===== config.mk =====
export PLATFORM = sky130hd
export DESIGN_NAME = gamepad_input_conditioner_flat
export DESIGN_NICKNAME = d
export VERILOG_FILES = /design/src/rtl/gic_pkg.sv /design/src/rtl/gic_if.sv /design/src/rtl/gic_divider.sv /design/src/rtl/gic_axis_lane.sv /design/src/rtl/gic_button_lane.sv /design/src/rtl/gamepad_input_conditioner.sv /design/src/flat_wrapper.sv
export VERILOG_INCLUDE_DIRS = /design/src /design/src/rtl
export SDC_FILE = /design/constraint.sdc
export NUM_CORES = 2
export LEC_CHECK = 0
export ABC_CLOCK_PERIOD_IN_PS = 9600
export BUFFER_PORTS_ARGS = -buffer_cell sky130_fd_sc_hd__buf_4
export CORE_ASPECT_RATIO = 0.6
export CORE_MARGIN = 1.5
export CORE_UTILIZATION = 55
export DETAILED_ROUTE_END_ITERATION = 10
export GPL_ROUTABILITY_DRIVEN = 0
export PLACE_DENSITY = 0.81
export SYNTH_ARGS = -nofsm -noshare
export SYNTH_HDL_FRONTEND = slang
export SYNTH_SLANG_ARGS = --single-unit

===== constraint.sdc =====
create_clock -name clk -period 9.6 [get_ports clk]
set_clock_uncertainty 0.2 [all_clocks]
set_input_delay 0.96 -clock clk [delete_from_list [all_inputs] [get_ports clk]]
set_output_delay 0.96 -clock clk [all_outputs]
set_load 0.01 [all_outputs]

===== src/rtl/gamepad_input_conditioner_defines.svh =====
// Assertion macros for the gamepad input conditioner.
// No dependencies; included by the files that carry assertions.
`ifndef GAMEPAD_INPUT_CONDITIONER_DEFINES_SVH
`define GAMEPAD_INPUT_CONDITIONER_DEFINES_SVH

// Same-cycle implication, ignored while in reset
`define GIC_ASSERT_IMP(lbl, clk, rst, cond, prop) \
  lbl: assert property (@(posedge clk) disable iff (rst) (cond) |-> (prop)) \
    else $error("gic assertion failed");

// Next-cycle implication, ignored while in reset
`define GIC_ASSERT_NXT(lbl, clk, rst, cond, prop) \
  lbl: assert property (@(posedge clk) disable iff (rst) (cond) |=> (prop)) \
    else $error("gic assertion failed");

`endif


===== src/rtl/gic_pkg.sv =====
// Shared types and constants for the gamepad input conditioner.
// No dependencies; imported by every other RTL file but the assertion defines header.
package gic_pkg;

  localparam int BTN_W       = 16;
  localparam int AXIS_W      = 8;
  localparam int CFG_W       = 8;
  localparam int CFG_INDEX_W = 8;
  localparam int NUM_BUTTONS_DEFAULT = 16;

  // Register map
  typedef enum logic [CFG_INDEX_W-1:0] {
    REG_HORIZ_GAIN     = 8'd0,
    REG_VERT_GAIN      = 8'd1,
    REG_SMOOTH_DIVISOR = 8'd2,
    REG_DOUBLE_WINDOW  = 8'd3
  } gic_reg_t;

  // Register reset values
  localparam logic [CFG_W-1:0] HORIZ_GAIN_RESET     = 8'd128;
  localparam logic [CFG_W-1:0] VERT_GAIN_RESET      = 8'd128;
  localparam logic [CFG_W-1:0] SMOOTH_DIVISOR_RESET = 8'd4;
  localparam logic [CFG_W-1:0] DOUBLE_WINDOW_RESET  = 8'd8;

  // Press timers
  localparam logic [7:0] TIMER_MAX   = 8'd255;
  localparam logic [7:0] TIMER_RESET = DOUBLE_WINDOW_RESET + 8'd1;

  // Stick arithmetic
  localparam logic [7:0]  GAIN_FLOOR = 8'd20;
  localparam logic [7:0]  GAIN_UNITY = 8'd128;
  localparam logic [13:0] P_LIMIT    = 14'd10240;
  localparam logic [6:0]  STICK_MAX  = 7'd127;

  // Divider: 16-bit dividend, 8-bit divisor, two quotient bits per cycle
  localparam int DIVD_W          = 16;
  localparam int DIV_BITS_PER_CY = 2;
  localparam int DIV_STEPS       = DIVD_W / DIV_BITS_PER_CY;

  // Status and result of one axis lane
  typedef struct packed {
    logic                     busy;
    logic signed [AXIS_W-1:0] stick;
    logic signed [AXIS_W-1:0] smooth;
  } gic_axis_res_t;

endpackage


===== src/rtl/gic_if.sv =====
// Channel interfaces: sample input, conditioned result output, register writes.
// Depends on gic_pkg.
interface gic_in_if import gic_pkg::*; ();
  logic                     valid;
  logic                     ready;
  logic [BTN_W-1:0]         buttons;
  logic signed [AXIS_W-1:0] raw_x;
  logic signed [AXIS_W-1:0] raw_y;

  modport source (output valid, buttons, raw_x, raw_y, input ready);
  modport sink   (input valid, buttons, raw_x, raw_y, output ready);
endinterface

interface gic_out_if import gic_pkg::*; ();
  logic                     valid;
  logic                     ready;
  logic [BTN_W-1:0]         held;
  logic [BTN_W-1:0]         released;
  logic [BTN_W-1:0]         pressed;
  logic [BTN_W-1:0]         double_press;
  logic [BTN_W-1:0]         double_hold;
  logic signed [AXIS_W-1:0] stick_x;
  logic signed [AXIS_W-1:0] stick_y;
  logic signed [AXIS_W-1:0] smooth_x;
  logic signed [AXIS_W-1:0] smooth_y;

  modport source (output valid, held, released, pressed, double_press, double_hold,
                  stick_x, stick_y, smooth_x, smooth_y, input ready);
  modport sink   (input valid, held, released, pressed, double_press, double_hold,
                  stick_x, stick_y, smooth_x, smooth_y, output ready);
endinterface

interface gic_cfg_if import gic_pkg::*; ();
  logic                   valid;
  logic                   ready;
  logic [CFG_INDEX_W-1:0] index;
  logic [CFG_W-1:0]       data;

  modport source (output valid, index, data, input ready);
  modport sink   (input valid, index, data, output ready);
endinterface


===== src/rtl/gic_divider.sv =====
// Unsigned restoring divider, two quotient bits per cycle.
// Depends on gic_pkg; used by gic_axis_lane.
module gic_divider import gic_pkg::*; (
  input  logic              clk,
  input  logic              rst,
  input  logic              start,
  input  logic [DIVD_W-1:0] dividend,
  input  logic [7:0]        divisor,
  output logic              done,
  output logic [DIVD_W-1:0] quotient
);

  localparam int CNT_W = (DIV_STEPS > 1) ? $clog2(DIV_STEPS) : 1;

  logic              busy;
  logic [CNT_W-1:0]  cnt;
  logic [7:0]        rem;
  logic [7:0]        den;
  logic [DIVD_W-1:0] quo;
  logic [7:0]        rem_next;
  logic [DIVD_W-1:0] quo_next;

  // Two shift-subtract steps; remainder stays below the divisor
  always_comb begin
    logic [8:0] trial;
    rem_next = rem;
    quo_next = quo;
    for (int k = 0; k < DIV_BITS_PER_CY; k++) begin
      trial    = {rem_next, quo_next[DIVD_W-1]};
      quo_next = {quo_next[DIVD_W-2:0], 1'b0};
      if (trial >= {1'b0, den}) begin
        rem_next    = 8'(trial - {1'b0, den});
        quo_next[0] = 1'b1;
      end else begin
        rem_next = trial[7:0];
      end
    end
  end

  // Control
  always_ff @(posedge clk) begin
    if (rst) begin
      busy <= 1'b0;
      done <= 1'b0;
      cnt  <= '0;
    end else begin
      done <= 1'b0;
      if (start) begin
        busy <= 1'b1;
        cnt  <= '0;
      end else if (busy) begin
        cnt <= cnt + 1'b1;
        if (cnt == CNT_W'(DIV_STEPS - 1)) begin
          busy <= 1'b0;
          done <= 1'b1;
        end
      end
    end
  end

  // Datapath
  always_ff @(posedge clk) begin
    if (start) begin
      quo <= dividend;
      rem <= '0;
      den <= divisor;
    end else if (busy) begin
      quo <= quo_next;
      rem <= rem_next;
    end
  end

  assign quotient = quo;

endmodule


===== src/rtl/gic_axis_lane.sv =====
// One stick axis lane: clamp, gain, limit, scale (shift or divide), then smoothing divide.
// Depends on gic_pkg and gic_divider.
module gic_axis_lane import gic_pkg::*; #(
  parameter bit VERTICAL = 1'b0
) (
  input  logic                     clk,
  input  logic                     rst,
  input  logic                     start,
  input  logic signed [AXIS_W-1:0] raw,
  input  logic [CFG_W-1:0]         gain,
  input  logic [CFG_W-1:0]         divisor,
  output gic_axis_res_t            res
);

  typedef enum logic [4:0] {
    A_IDLE = 5'b00001,
    A_MUL  = 5'b00010,
    A_DIV1 = 5'b00100,
    A_SMUL = 5'b01000,
    A_DIV2 = 5'b10000
  } axis_state_t;

  axis_state_t state, state_next;

  logic                     sneg;
  logic [6:0]               smag;
  logic [7:0]               g_eff;
  logic [7:0]               dv;
  logic [7:0]               d_eff;
  logic                     nneg;
  logic signed [AXIS_W-1:0] stick;
  logic signed [AXIS_W-1:0] smoothed;

  logic [14:0]              prod;
  logic [13:0]              pclamp;
  logic [6:0]               p_shift;
  logic signed [AXIS_W-1:0] p_pos;
  logic signed [16:0]       sprod;
  logic signed [16:0]       sdiff;
  logic signed [16:0]       nsum;
  logic [16:0]              nmag;
  logic                     div_start;
  logic [DIVD_W-1:0]        div_num;
  logic [7:0]               div_den;
  logic                     div_done;
  logic [DIVD_W-1:0]        div_q;
  logic [6:0]               q_sat;
  logic signed [AXIS_W-1:0] q_pos;

  // Gained magnitude in units of 1/128, limited to 10240 (that is, 80)
  assign prod   = 15'(smag) * 15'(g_eff);
  assign pclamp = (prod > 15'(P_LIMIT)) ? P_LIMIT : prod[13:0];

  // Horizontal scale by 128 is a plain shift; at most 80
  assign p_shift = pclamp[13:7];
  assign p_pos   = $signed({1'b0, p_shift});

  // Smoothing numerator: old*d + (stick - old)
  assign sprod = $signed({{9{smoothed[7]}}, smoothed}) * $signed({9'd0, d_eff});
  assign sdiff = $signed({{9{stick[7]}}, stick}) - $signed({{9{smoothed[7]}}, smoothed});
  assign nsum  = sprod + sdiff;
  assign nmag  = nsum[16] ? 17'(-nsum) : 17'(nsum);

  // Shared divider feed
  assign div_start = ((state == A_MUL) && VERTICAL) || (state == A_SMUL);
  assign div_num   = (state == A_MUL) ? DIVD_W'(pclamp) : DIVD_W'(nmag[14:0]);
  assign div_den   = (state == A_MUL) ? dv : d_eff;

  gic_divider u_div (
    .clk      (clk),
    .rst      (rst),
    .start    (div_start),
    .dividend (div_num),
    .divisor  (div_den),
    .done     (div_done),
    .quotient (div_q)
  );

  // Saturate quotient magnitude to 127
  assign q_sat = (div_q > DIVD_W'(STICK_MAX)) ? STICK_MAX : div_q[6:0];
  assign q_pos = $signed({1'b0, q_sat});

  // Sequencer; the horizontal lane skips the scale divide
  always_comb begin
    state_next = state;
    case (state)
      A_IDLE: if (start) state_next = A_MUL;
      A_MUL:  state_next = VERTICAL ? A_DIV1 : A_SMUL;
      A_DIV1: if (div_done) state_next = A_SMUL;
      A_SMUL: state_next = A_DIV2;
      A_DIV2: if (div_done) state_next = A_IDLE;
      default: state_next = A_IDLE;
    endcase
  end

  always_ff @(posedge clk) begin
    if (rst) begin
      state    <= A_IDLE;
      smoothed <= '0;
    end else begin
      state <= state_next;
      if (state == A_DIV2 && div_done) begin
        smoothed <= nneg ? -q_pos : q_pos;
      end
    end
  end

  // Operand capture and scaled stick result
  always_ff @(posedge clk) begin
    if (state == A_IDLE && start) begin
      sneg  <= raw[AXIS_W-1];
      smag  <= (raw == -8'sd128) ? STICK_MAX : 7'(raw[AXIS_W-1] ? -raw : raw);
      g_eff <= (gain < GAIN_FLOOR) ? GAIN_FLOOR : gain;
      if (VERTICAL) begin
        if (gain < GAIN_FLOOR) dv <= GAIN_FLOOR;
        else if (gain < GAIN_UNITY) dv <= gain;
        else dv <= GAIN_UNITY;
      end else begin
        dv <= GAIN_UNITY;
      end
      d_eff <= (divisor == '0) ? 8'd1 : divisor;
    end
    if (!VERTICAL && state == A_MUL) begin
      stick <= sneg ? -p_pos : p_pos;
    end
    if (state == A_DIV1 && div_done) begin
      stick <= sneg ? -q_pos : q_pos;
    end
    if (state == A_SMUL) begin
      nneg <= nsum[16];
    end
  end

  assign res.busy   = (state != A_IDLE);
  assign res.stick  = stick;
  assign res.smooth = smoothed;

endmodule


===== src/rtl/gic_button_lane.sv =====
// One button lane: saturating press timer and double press decision.
// Depends on gic_pkg.
module gic_button_lane import gic_pkg::*; (
  input  logic             clk,
  input  logic             rst,
  input  logic             step,
  input  logic             press,
  input  logic [CFG_W-1:0] window,
  output logic             dbl
);

  logic [7:0] timer;
  logic [7:0] win_p1;
  logic [7:0] timer_mid;

  assign win_p1 = (window == TIMER_MAX) ? TIMER_MAX : window + 8'd1;
  assign dbl    = press && (timer <= window);

  // Restart or rearm on a press, then count up without wrapping
  always_comb begin
    if (press) timer_mid = dbl ? win_p1 : 8'd0;
    else timer_mid = timer;
  end

  always_ff @(posedge clk) begin
    if (rst) begin
      timer <= TIMER_RESET;
    end else if (step) begin
      timer <= (timer_mid == TIMER_MAX) ? TIMER_MAX : timer_mid + 8'd1;
    end
  end

endmodule


===== src/rtl/gamepad_input_conditioner.sv =====
// A sample is taken only while no sample is in flight: after a sample transfer the block waits
// until both axis lanes finish and the output register is free, then loads the result and is ready.
// The vertical lane sets the pace: scale divide, then smoothing divide, each a start,
// 8 steps at 2 bits per cycle and a done. A stalled result delays the next sample.
// Reset (synchronous): registers to their defaults, press timers to 9, history
// and smoothed sticks to zero, no result pending.
module gamepad_input_conditioner import gic_pkg::*; #(
  parameter int NUM_BUTTONS = NUM_BUTTONS_DEFAULT
) (
  input  logic      clk,
  input  logic      rst,
  gic_in_if.sink    sample,
  gic_out_if.source result,
  gic_cfg_if.sink   cfg
);

`include "gamepad_input_conditioner_defines.svh"

  typedef enum logic [1:0] {
    T_IDLE = 2'b01,
    T_WAIT = 2'b10
  } top_state_t;

  top_state_t state;

  logic [CFG_W-1:0] horiz_gain;
  logic [CFG_W-1:0] vert_gain;
  logic [CFG_W-1:0] smooth_divisor;
  logic [CFG_W-1:0] double_window;

  logic [BTN_W-1:0] prev_held;
  logic [BTN_W-1:0] prev_double;
  logic [BTN_W-1:0] hold_mask;

  logic [BTN_W-1:0] pend_held;
  logic [BTN_W-1:0] pend_released;
  logic [BTN_W-1:0] pend_pressed;
  logic [BTN_W-1:0] pend_double;
  logic [BTN_W-1:0] pend_hold;

  logic             sample_xfer;
  logic             load;
  logic [BTN_W-1:0] pressed_now;
  logic [BTN_W-1:0] dbl_vec;
  logic [BTN_W-1:0] hold_next;
  gic_axis_res_t    lane_x;
  gic_axis_res_t    lane_y;

  assign sample.ready = (state == T_IDLE);
  assign sample_xfer  = sample.valid && sample.ready;
  assign cfg.ready    = 1'b1;

  // Register writes
  always_ff @(posedge clk) begin
    if (rst) begin
      horiz_gain     <= HORIZ_GAIN_RESET;
      vert_gain      <= VERT_GAIN_RESET;
      smooth_divisor <= SMOOTH_DIVISOR_RESET;
      double_window  <= DOUBLE_WINDOW_RESET;
    end else if (cfg.valid) begin
      case (cfg.index)
        REG_HORIZ_GAIN:     horiz_gain     <= cfg.data;
        REG_VERT_GAIN:      vert_gain      <= cfg.data;
        REG_SMOOTH_DIVISOR: smooth_divisor <= cfg.data;
        REG_DOUBLE_WINDOW:  double_window  <= cfg.data;
        default: ;
      endcase
    end
  end

  // Button lanes
  assign pressed_now = ~prev_held & sample.buttons;
  assign hold_next   = (hold_mask | prev_double) & sample.buttons;

  for (genvar i = 0; i < BTN_W; i++) begin : g_btn
    if (i < NUM_BUTTONS) begin : g_lane
      gic_button_lane u_lane (
        .clk    (clk),
        .rst    (rst),
        .step   (sample_xfer),
        .press  (pressed_now[i]),
        .window (double_window),
        .dbl    (dbl_vec[i])
      );
    end else begin : g_none
      assign dbl_vec[i] = 1'b0;
    end
  end

  // Axis lanes
  gic_axis_lane #(.VERTICAL(1'b0)) u_axis_x (
    .clk     (clk),
    .rst     (rst),
    .start   (sample_xfer),
    .raw     (sample.raw_x),
    .gain    (horiz_gain),
    .divisor (smooth_divisor),
    .res     (lane_x)
  );

  gic_axis_lane #(.VERTICAL(1'b1)) u_axis_y (
    .clk     (clk),
    .rst     (rst),
    .start   (sample_xfer),
    .raw     (sample.raw_y),
    .gain    (vert_gain),
    .divisor (smooth_divisor),
    .res     (lane_y)
  );

  // Button history, updated at each sample transfer
  always_ff @(posedge clk) begin
    if (rst) begin
      prev_held   <= '0;
      prev_double <= '0;
      hold_mask   <= '0;
    end else if (sample_xfer) begin
      prev_held   <= sample.buttons;
      prev_double <= dbl_vec;
      hold_mask   <= hold_next;
    end
  end

  // Button results wait here for the axis lanes
  always_ff @(posedge clk) begin
    if (sample_xfer) begin
      pend_held     <= sample.buttons;
      pend_released <= prev_held & ~sample.buttons;
      pend_pressed  <= pressed_now;
      pend_double   <= dbl_vec;
      pend_hold     <= hold_next;
    end
  end

  // Merge: move a finished sample to the output register
  assign load = (state == T_WAIT) && !lane_x.busy && !lane_y.busy &&
                (!result.valid || result.ready);

  always_ff @(posedge clk) begin
    if (rst) begin
      state        <= T_IDLE;
      result.valid <= 1'b0;
    end else begin
      case (state)
        T_IDLE:  if (sample_xfer) state <= T_WAIT;
        T_WAIT:  if (load) state <= T_IDLE;
        default: state <= T_IDLE;
      endcase
      if (load) result.valid <= 1'b1;
      else if (result.ready) result.valid <= 1'b0;
    end
  end

  always_ff @(posedge clk) begin
    if (load) begin
      result.held         <= pend_held;
      result.released     <= pend_released;
      result.pressed      <= pend_pressed;
      result.double_press <= pend_double;
      result.double_hold  <= pend_hold;
      result.stick_x      <= lane_x.stick;
      result.stick_y      <= lane_y.stick;
      result.smooth_x     <= lane_x.smooth;
      result.smooth_y     <= lane_y.smooth;
    end
  end

  // Checks
  `GIC_ASSERT_NXT(a_xfer_waits, clk, rst, sample_xfer, state == T_WAIT)
  `GIC_ASSERT_IMP(a_lanes_in_wait, clk, rst, lane_x.busy || lane_y.busy, state == T_WAIT)
  `GIC_ASSERT_IMP(a_dbl_is_press, clk, rst, result.valid, (result.double_press & ~result.pressed) == '0)
  `GIC_ASSERT_IMP(a_hold_is_held, clk, rst, result.valid, (result.double_hold & ~result.held) == '0)

endmodule

===== src/flat_wrapper.sv =====
// flat-port wrapper written by rule: the top's interface ports become plain ports
module gamepad_input_conditioner_flat import gic_pkg::*;
#(
  parameter int NUM_BUTTONS = NUM_BUTTONS_DEFAULT
)
  (clk, rst, sample_valid, sample_buttons, sample_raw_x, sample_raw_y, sample_ready, result_valid, result_held, result_released, result_pressed, result_double_press, result_double_hold, result_stick_x, result_stick_y, result_smooth_x, result_smooth_y, result_ready, cfg_valid, cfg_index, cfg_data, cfg_ready);
  gic_in_if sample_i ();
  gic_out_if result_i ();
  gic_cfg_if cfg_i ();
  input  logic clk;
  input  logic rst;
  input wire logic [$bits(sample_i.valid)-1:0] sample_valid;
  input wire logic [$bits(sample_i.buttons)-1:0] sample_buttons;
  input wire logic [$bits(sample_i.raw_x)-1:0] sample_raw_x;
  input wire logic [$bits(sample_i.raw_y)-1:0] sample_raw_y;
  output wire logic [$bits(sample_i.ready)-1:0] sample_ready;
  output wire logic [$bits(result_i.valid)-1:0] result_valid;
  output wire logic [$bits(result_i.held)-1:0] result_held;
  output wire logic [$bits(result_i.released)-1:0] result_released;
  output wire logic [$bits(result_i.pressed)-1:0] result_pressed;
  output wire logic [$bits(result_i.double_press)-1:0] result_double_press;
  output wire logic [$bits(result_i.double_hold)-1:0] result_double_hold;
  output wire logic [$bits(result_i.stick_x)-1:0] result_stick_x;
  output wire logic [$bits(result_i.stick_y)-1:0] result_stick_y;
  output wire logic [$bits(result_i.smooth_x)-1:0] result_smooth_x;
  output wire logic [$bits(result_i.smooth_y)-1:0] result_smooth_y;
  input wire logic [$bits(result_i.ready)-1:0] result_ready;
  input wire logic [$bits(cfg_i.valid)-1:0] cfg_valid;
  input wire logic [$bits(cfg_i.index)-1:0] cfg_index;
  input wire logic [$bits(cfg_i.data)-1:0] cfg_data;
  output wire logic [$bits(cfg_i.ready)-1:0] cfg_ready;
  assign sample_i.valid = sample_valid;
  assign sample_i.buttons = sample_buttons;
  assign sample_i.raw_x = sample_raw_x;
  assign sample_i.raw_y = sample_raw_y;
  assign sample_ready = sample_i.ready;
  assign result_valid = result_i.valid;
  assign result_held = result_i.held;
  assign result_released = result_i.released;
  assign result_pressed = result_i.pressed;
  assign result_double_press = result_i.double_press;
  assign result_double_hold = result_i.double_hold;
  assign result_stick_x = result_i.stick_x;
  assign result_stick_y = result_i.stick_y;
  assign result_smooth_x = result_i.smooth_x;
  assign result_smooth_y = result_i.smooth_y;
  assign result_i.ready = result_ready;
  assign cfg_i.valid = cfg_valid;
  assign cfg_i.index = cfg_index;
  assign cfg_i.data = cfg_data;
  assign cfg_ready = cfg_i.ready;
  gamepad_input_conditioner #(.NUM_BUTTONS(NUM_BUTTONS)) u_core (.clk(clk), .rst(rst), .sample(sample_i), .result(result_i), .cfg(cfg_i));
endmodule

# Word level (Yosys, flattened, before mapping)
# Cells that the tools add are included.
[totals]
ff_bits = 577
output_inout_bits = 115
[op_classes]
bitwise_logic = 9
n_mul = 4
order_cmp = 27
n_eq_ne = 46
n_addsub = 34
n_mux = 101
n_reduce_logical = 49
[ops]
columns = ["operator", "n"]
rows = [
  ["$mux 8", 62],
  ["$eq 8x8->1 const B", 19],
  ["$add 8x1->8 const B", 17],
  ["$le 8x8->1", 16],
  ["$mux 16", 4],
  ["$mux 15", 4],
  ["$pmux 5 s5", 2],
  ["$and 16x16->16", 3],
  ["$ge 9x8->1", 4],
  ["$mux 7", 5],
  ["$add 17x9->17", 2],
  ["$mul 8x9->17", 2],
  ["$gt 16x7->1 const B", 2],
  ["$not 16->16", 2],
  ["$sub 8x8->8", 4],
  ["$gt 15x14->1 const B", 2],
  ["$mul 7x8->15", 2],
  ["$neg 15->15", 2],
  ["$mux 14", 2],
  ["$logic_and 1x1->1", 26],
  ["$mux 5", 5],
  ["$neg 7->8", 3],
  ["$sub 8x8->9", 2],
  ["$eq 8x2->1 const B", 2],
  ["29 further kinds", 76],
]

# Longest topological paths before layout
[logic_depth]
word_depth = 7
depth_mapped = 24

# Cells and area by module
# A second synthesis with hierarchy kept.
[hier_totals]
cells_unflattened = 4809
hier_area_um2 = 45768.9
[modules_own_cells]
columns = ["mod", "cells_each", "n_inst", "area_each_um2", "seq_area_each_um2"]
rows = [
  ["gic_button_lane", 125, 16, 1017.2, 160.2],
  ["gamepad_input_conditioner", 585, 1, 9211.3, 7427.1],
  ["gic_axis_lane (u_core.u_axis_y)", 921, 1, 7992.7, 1461.4],
  ["gic_axis_lane (u_core.u_axis_x)", 856, 1, 7547.2, 1231.2],
  ["gic_divider (u_core.u_axis_x.u_div)", 234, 1, 2387.3, 980.9],
  ["gic_divider (u_core.u_axis_y.u_div)", 213, 1, 2354.8, 980.9],
]

# Least setup slack after synthesis
# Ideal clock, no wire load.
[synth_path]
kind = "register to register"
startpoint = "register u_core.u_axis_y.state[3]"
endpoint = "register u_core.state[1]"
path_stages_with_launch = 8
path_buffers = 1
period_less_slack_ns = 7.121
arrival_ns = 6.780
slack_ns = 2.479
path_cell_list = "dfxtp_1 clkbuf_1 or4b_2 nor2_1 nand3_1 nor2b_1 nand2b_1 a21oi_1"
[synth_between]
elab_chain_cells = 6
[synth_rtl]
columns = ["item", "line_no", "text"]
rows = [
  ["start, declared", "gic_axis_lane.sv:23", "axis_state_t state, state_next;"],
  ["start signal, assigned", "gic_axis_lane.sv:101", "state <= state_next;"],
  ["$ne 5x1->1", "gic_axis_lane.sv:134", "assign res.busy = (state != A_IDLE);"],
  ["$logic_not 1->1", "gamepad_input_conditioner.sv:136", "assign load = (state == T_WAIT) && !lane_x.busy && !lane_y.busy &&"],
  ["$logic_and 1x1->1 (2 in series)", "gamepad_input_conditioner.sv:136", ""],
  ["via u_core.load", "gamepad_input_conditioner.sv:42", "logic load;"],
  ["$ne 2x1->1 (no source line)", "-", ""],
  ["$reduce_and 2->1 (no source line)", "-", ""],
  ["end signal, assigned", "gamepad_input_conditioner.sv:141", "state <= T_IDLE;"],
  ["end signal, assigned", "gamepad_input_conditioner.sv:145", "T_IDLE: if (sample_xfer) state <= T_WAIT;"],
  ["end signal, assigned", "gamepad_input_conditioner.sv:146", "T_WAIT: if (load) state <= T_IDLE;"],
  ["end, declared", "gamepad_input_conditioner.sv:24", "top_state_t state;"],
]
# The timed path passes the listed nets, and every way through them passes these cells.
# A chain may end at the register's enable or synchronous reset.

# Final worst setup path
[layout_path]
startpoint = "register u_core.u_axis_y.smoothed[2]"
endpoint = "register u_core.u_axis_y.u_div.quo[14] (netlist: u_core.u_axis_y.u_div.quotient[14]), data pin"
[layout_between]
elab_chain_cells = 6
elab_cells_between_ends = 7
classes_between = "3 x add/sub; 1 x mul; 3 x mux"
[layout_rtl]
columns = ["item", "line_no", "text"]
rows = [
  ["start, declared", "gic_axis_lane.sv:32", "logic signed [AXIS_W-1:0] smoothed;"],
  ["start signal, assigned", "gic_axis_lane.sv:103", "smoothed <= nneg ? -q_pos : q_pos;"],
  ["$mul 8x9->17 / $sub 8x8->9 (equally long branches)", "gic_axis_lane.sv:59, gic_axis_lane.sv:60", ""],
  ["$add 17x9->17 *", "gic_axis_lane.sv:61", "assign nsum = sprod + sdiff;"],
  ["$neg 15->15", "gic_axis_lane.sv:62", "assign nmag = nsum[16] ? 17'(-nsum) : 17'(nsum);"],
  ["$mux 15 *", "gic_axis_lane.sv:62", ""],
  ["$mux 15 *", "gic_axis_lane.sv:66", "assign div_num = (state == A_MUL) ? DIVD_W'(pclamp) : DIVD_W'(nmag[14:0]);"],
  ["$mux 16 *", "gic_divider.sv:63", "if (start) begin"],
  ["end signal, assigned", "gic_divider.sv:64", "quo <= dividend;"],
  ["end signal, assigned", "gic_divider.sv:68", "quo <= quo_next;"],
  ["end, declared", "gic_divider.sv:19", "logic [DIVD_W-1:0] quo;"],
]
# Every way passes the cells marked *; elsewhere a longest branch is shown, timed or not.

==> flow_summary.json <==
{
  "status": "finished, final reports clean",
  "crit_type": "reg -> reg",
  "tritoncts": "done",
  "grt_pass1_wl_um": 167000,
  "setup_viol": 0,
  "hold_buffers": 0,
  "start_util_pct": 56.0,
  "final_common_cell": "nand2_1",
  "regToRegEndpoint": "u_core.u_axis_y.u_div.quotient[14]",
  "min_from": "u_core.pend_pressed[3]",
  "whs_ns": 0.213,
  "netlist_area_sq_um": 40500,
  "final.min_clock_period_ns": 6.59,
  "yosysWarningCount": 0,
  "antenna_found_initial": 1,
  "fmax_mhz": 152,
  "fp-row-count": 76,
  "slowest_delay_ns": 0.61,
  "hpwl_um": 76000,
  "seqCellArea_sq_um": 14600,
  "ys_types": 109,
  "final_nets": 4947,
  "avgSynthCellArea_sq_um": 9.47,
  "coreArea_sq_um": 72400,
  "slew_violations": 0,
  "ant_nets": 0,
  "detail_route.wl_per_cell_um": 19.7,
  "min_path_cells": 0,
  "io_pins": 168,
  "clockPowerShare_pct": 29.3,
  "critPathCaptureType": "register",
  "cp.required_ns": 9.76,
  "synthArstFlopShare_pct": 0,
  "ys_ff_latch": 575,
  "clock_sinks": 575,
  "drt-vias-per-instance": 6.07,
  "grt_max_degree": 167,
  "power.switching_w": 0.00272,
  "swShare_pct": 34.6,
  "h-tree-depth": 2,
  "top_layer": "met4",
  "drt_iter0_drc": 4090,
  "root_buffer": "clkbuf_16",
  "crit_fanout": 11,
  "route.vias.total": 32630,
  "power_density_nw_per_um2": 177,
  "synth_edf_count": 313,
  "synthFlopType": "edfxtp_1",
  "period_share_pct": 68.6,
  "cp.arrival_ns": 6.74,
  "p_leak_nw": 18.8,
  "cts_buffer_depth": 3,
  "hold_viol_final": 0,
  "post_cts_buffers": 0,
  "synth-seq-area-share_pct": 36.1,
  "antenna_cells": 0,
  "cts.clk_slew.worst_paths_ns": 0.07,
  "min_to": "u_core.result.pressed[3]",
  "rsz0062_at_grt": "no",
  "overflow": 0,
  "dieWidth_um": 353,
  "grtUsageTotal_pct": 27.7,
  "cp_cell_sequence": "nand2_1 -> fa_1 -> inv_1 -> fa_1 -> fa_1 -> fa_1 -> inv_1 -> fa_1 -> inv_1 -> ha_1 -> o21a_1 -> o31a_1 -> o31ai_1 -> a21oi_1 -> xnor2_1 -> and4b_1 -> a31oi_1 -> xnor2_1 -> a211oi_1",
  "cts_resized": 0,
  "cpMostUsedCell": "fa_1",
  "maxCapViolations": 0,
  "wl_met3_um": 11000,
  "ff2ff_path_depth": 19,
  "worstMarginPinSlew_ns": 1.25,
  "netlist_instances": 4278,
  "wirelength_met1_um": 47200,
  "post-route-drc-count": 0,
  "reg2reg_from": "u_core.u_axis_y.smoothed[2]",
  "grt_pass1_vias": 30463,
  "route.met2.wl_um": 45100,
  "drive_gt1_share_pct": 9.18,
  "p_int_w": 0.00515,
  "wirelength_um": 106000,
  "setup_tns_ns": 0,
  "mostFrequentLayoutCells": "nand2_1, inv_1, ha_1",
  "clkLatencyLatePin_ns": 0.64,
  "numCtsBuffers": 56,
  "ir_worst_vdd_v": 0.000141,
  "fp.dieH_um": 213,
  "crit_path_top_delay_cell": "xnor2_1",
  "final_util_pct": 61.5,
  "fillerInstances": 5910,
  "p_seq_share_pct": 37.1,
  "reg2reg_slack_ns": 3.01,
  "drt_first_pass_iters": 5,
  "hp-class": "reg -> reg",
  "critPathLaunchType": "register",
  "multi_input_area_sq_um": 23700,
  "synthToLayoutAreaGrowth_pct": 9.75,
  "power_frac_comb_pct": 33.6,
  "numPortBuffers": 166,
  "slew_headroom_pct": 16.4,
  "die_area_sq_um": 75400
}
## synthesized netlist by cell type (71+ instances only)
| cell type | instances | area [sq um] |
|---|---|---|
| fa_1 | 178 | 3560 |
| xnor2_1 | 86 | 753 |
| mux2i_1 | 92 | 921 |
| and2_1 | 155 | 970 |
| nand2_1 | 458 | 1720 |
| ha_1 | 364 | 4550 |
| o21ai_0 | 210 | 1050 |
| clkbuf_1 | 162 | 608 |
| nand3_1 | 91 | 455 |
| nor2_1 | 272 | 1020 |
| dfxtp_1 | 262 | 5250 |
| inv_1 | 376 | 1410 |
| nor3_1 | 72 | 360 |
| nor2b_1 | 71 | 444 |
| a21oi_1 | 223 | 1120 |
| edfxtp_1 | 313 | 9400 |
## cell families (layout without fill, tap and decap cells)
family	after synthesis	count (layout)	synth area share, %
muxes	106	106	2.66
other	1	7	0.00925
and+or+nand+nor	1386	1386	16.8
AOI/OAI and AO/OA	948	948	15.7
adders and majority gates	542	542	20.0
xor gates and xnor gates	148	148	3.22
DFF	575	575	36.1
buffers and inverters	572	687	5.43
## power by group through the flow
stage / sequential (W) / combinational, W / clock, W
after floorplan: 0.00292 / 0.00205 / 0
after global placement: 0.00296 / 0.00251 / 0
after detailed placement: 0.00296 / 0.00258 / 0
after CTS: 0.00291 / 0.00261 / 0.00233
after global routing: 0.00293 / 0.00296 / 0.00243
final: 0.00292 / 0.00265 / 0.00231
## sequential cells by signal, indices dropped and copies added (netlist names), 16 cells and up
name and flops:
u_core.g_btn.g_lane.u_lane.timer 128, u_core.hold_mask 16, u_core.pend_double 16, u_core.pend_held 16, u_core.pend_hold 16, u_core.pend_pressed 16
u_core.pend_released 16, u_core.prev_double 16, u_core.prev_held 16, u_core.result.double_hold 16, u_core.result.double_press 16, u_core.result.held 16
u_core.result.pressed 16, u_core.result.released 16, u_core.u_axis_x.u_div.quotient 16, u_core.u_axis_y.u_div.quotient 16
## final cells by class
cell class / instances / share of cell area [%]
clock buffer: 76 / 3.62
clock inverter: 29 / 0.639
inverter: 378 / 3.21
multi-input combinational: 3137 / 53.4
sequential: 575 / 32.9
tap: 975 / 2.74
timing repair buffer: 204 / 3.48
## worst max-delay path: cells and delay by family (launching register included)
kind	cells	cell delay, ns
AND/OR/NAND/NOR	2	0.44
buffers and inverters	3	0.15
adder cells (fa/ha/maj)	6	2.93
AO/OA/AOI/OAI	6	1.23
XOR/XNOR	2	0.77
flip-flops	1	0.58
## stage by stage
stage,setup WS (ns),total power (W),instance area (sq um),instances
4_1_cts,3.05,0.00785,44500,5374
3_5_place_dp,3.09,0.00555,42600,5269
6_report,3.01,0.00787,44500,5374
5_1_grt,2.55,0.00832,44500,5374
3_3_place_gp,3.24,0.00546,42600,5269
2_1_floorplan,2.48,0.00496,40500,4284
## routing by layer
metal  GRT usage [%]  up-vias
met4            7.44        0
met3            5.27      198
met5               0        -
met2            41.7     1567
li1                -    15248
met1            40.6    15617
## worst max path at each step
stage / endpoint / startpoint / slack (ns)
global route: u_core.u_axis_x.stick[6] / u_core.u_axis_x.smag[3] / 2.55
global placement: u_core.u_axis_y.u_div.quotient[6] / u_core.u_axis_y.d_eff[2] / 3.24
finish: u_core.u_axis_y.u_div.quotient[14] / u_core.u_axis_y.smoothed[2] / 3.01
CTS: u_core.u_axis_x.stick[6] / u_core.u_axis_x.smag[3] / 3.05
detailed placement: u_core.u_axis_x.stick[6] / u_core.u_axis_x.smag[3] / 3.09
floorplan: u_core.state[1] / u_core.u_axis_y.state[3] / 2.48
Note: power is estimated with default switching activity, not from simulation.
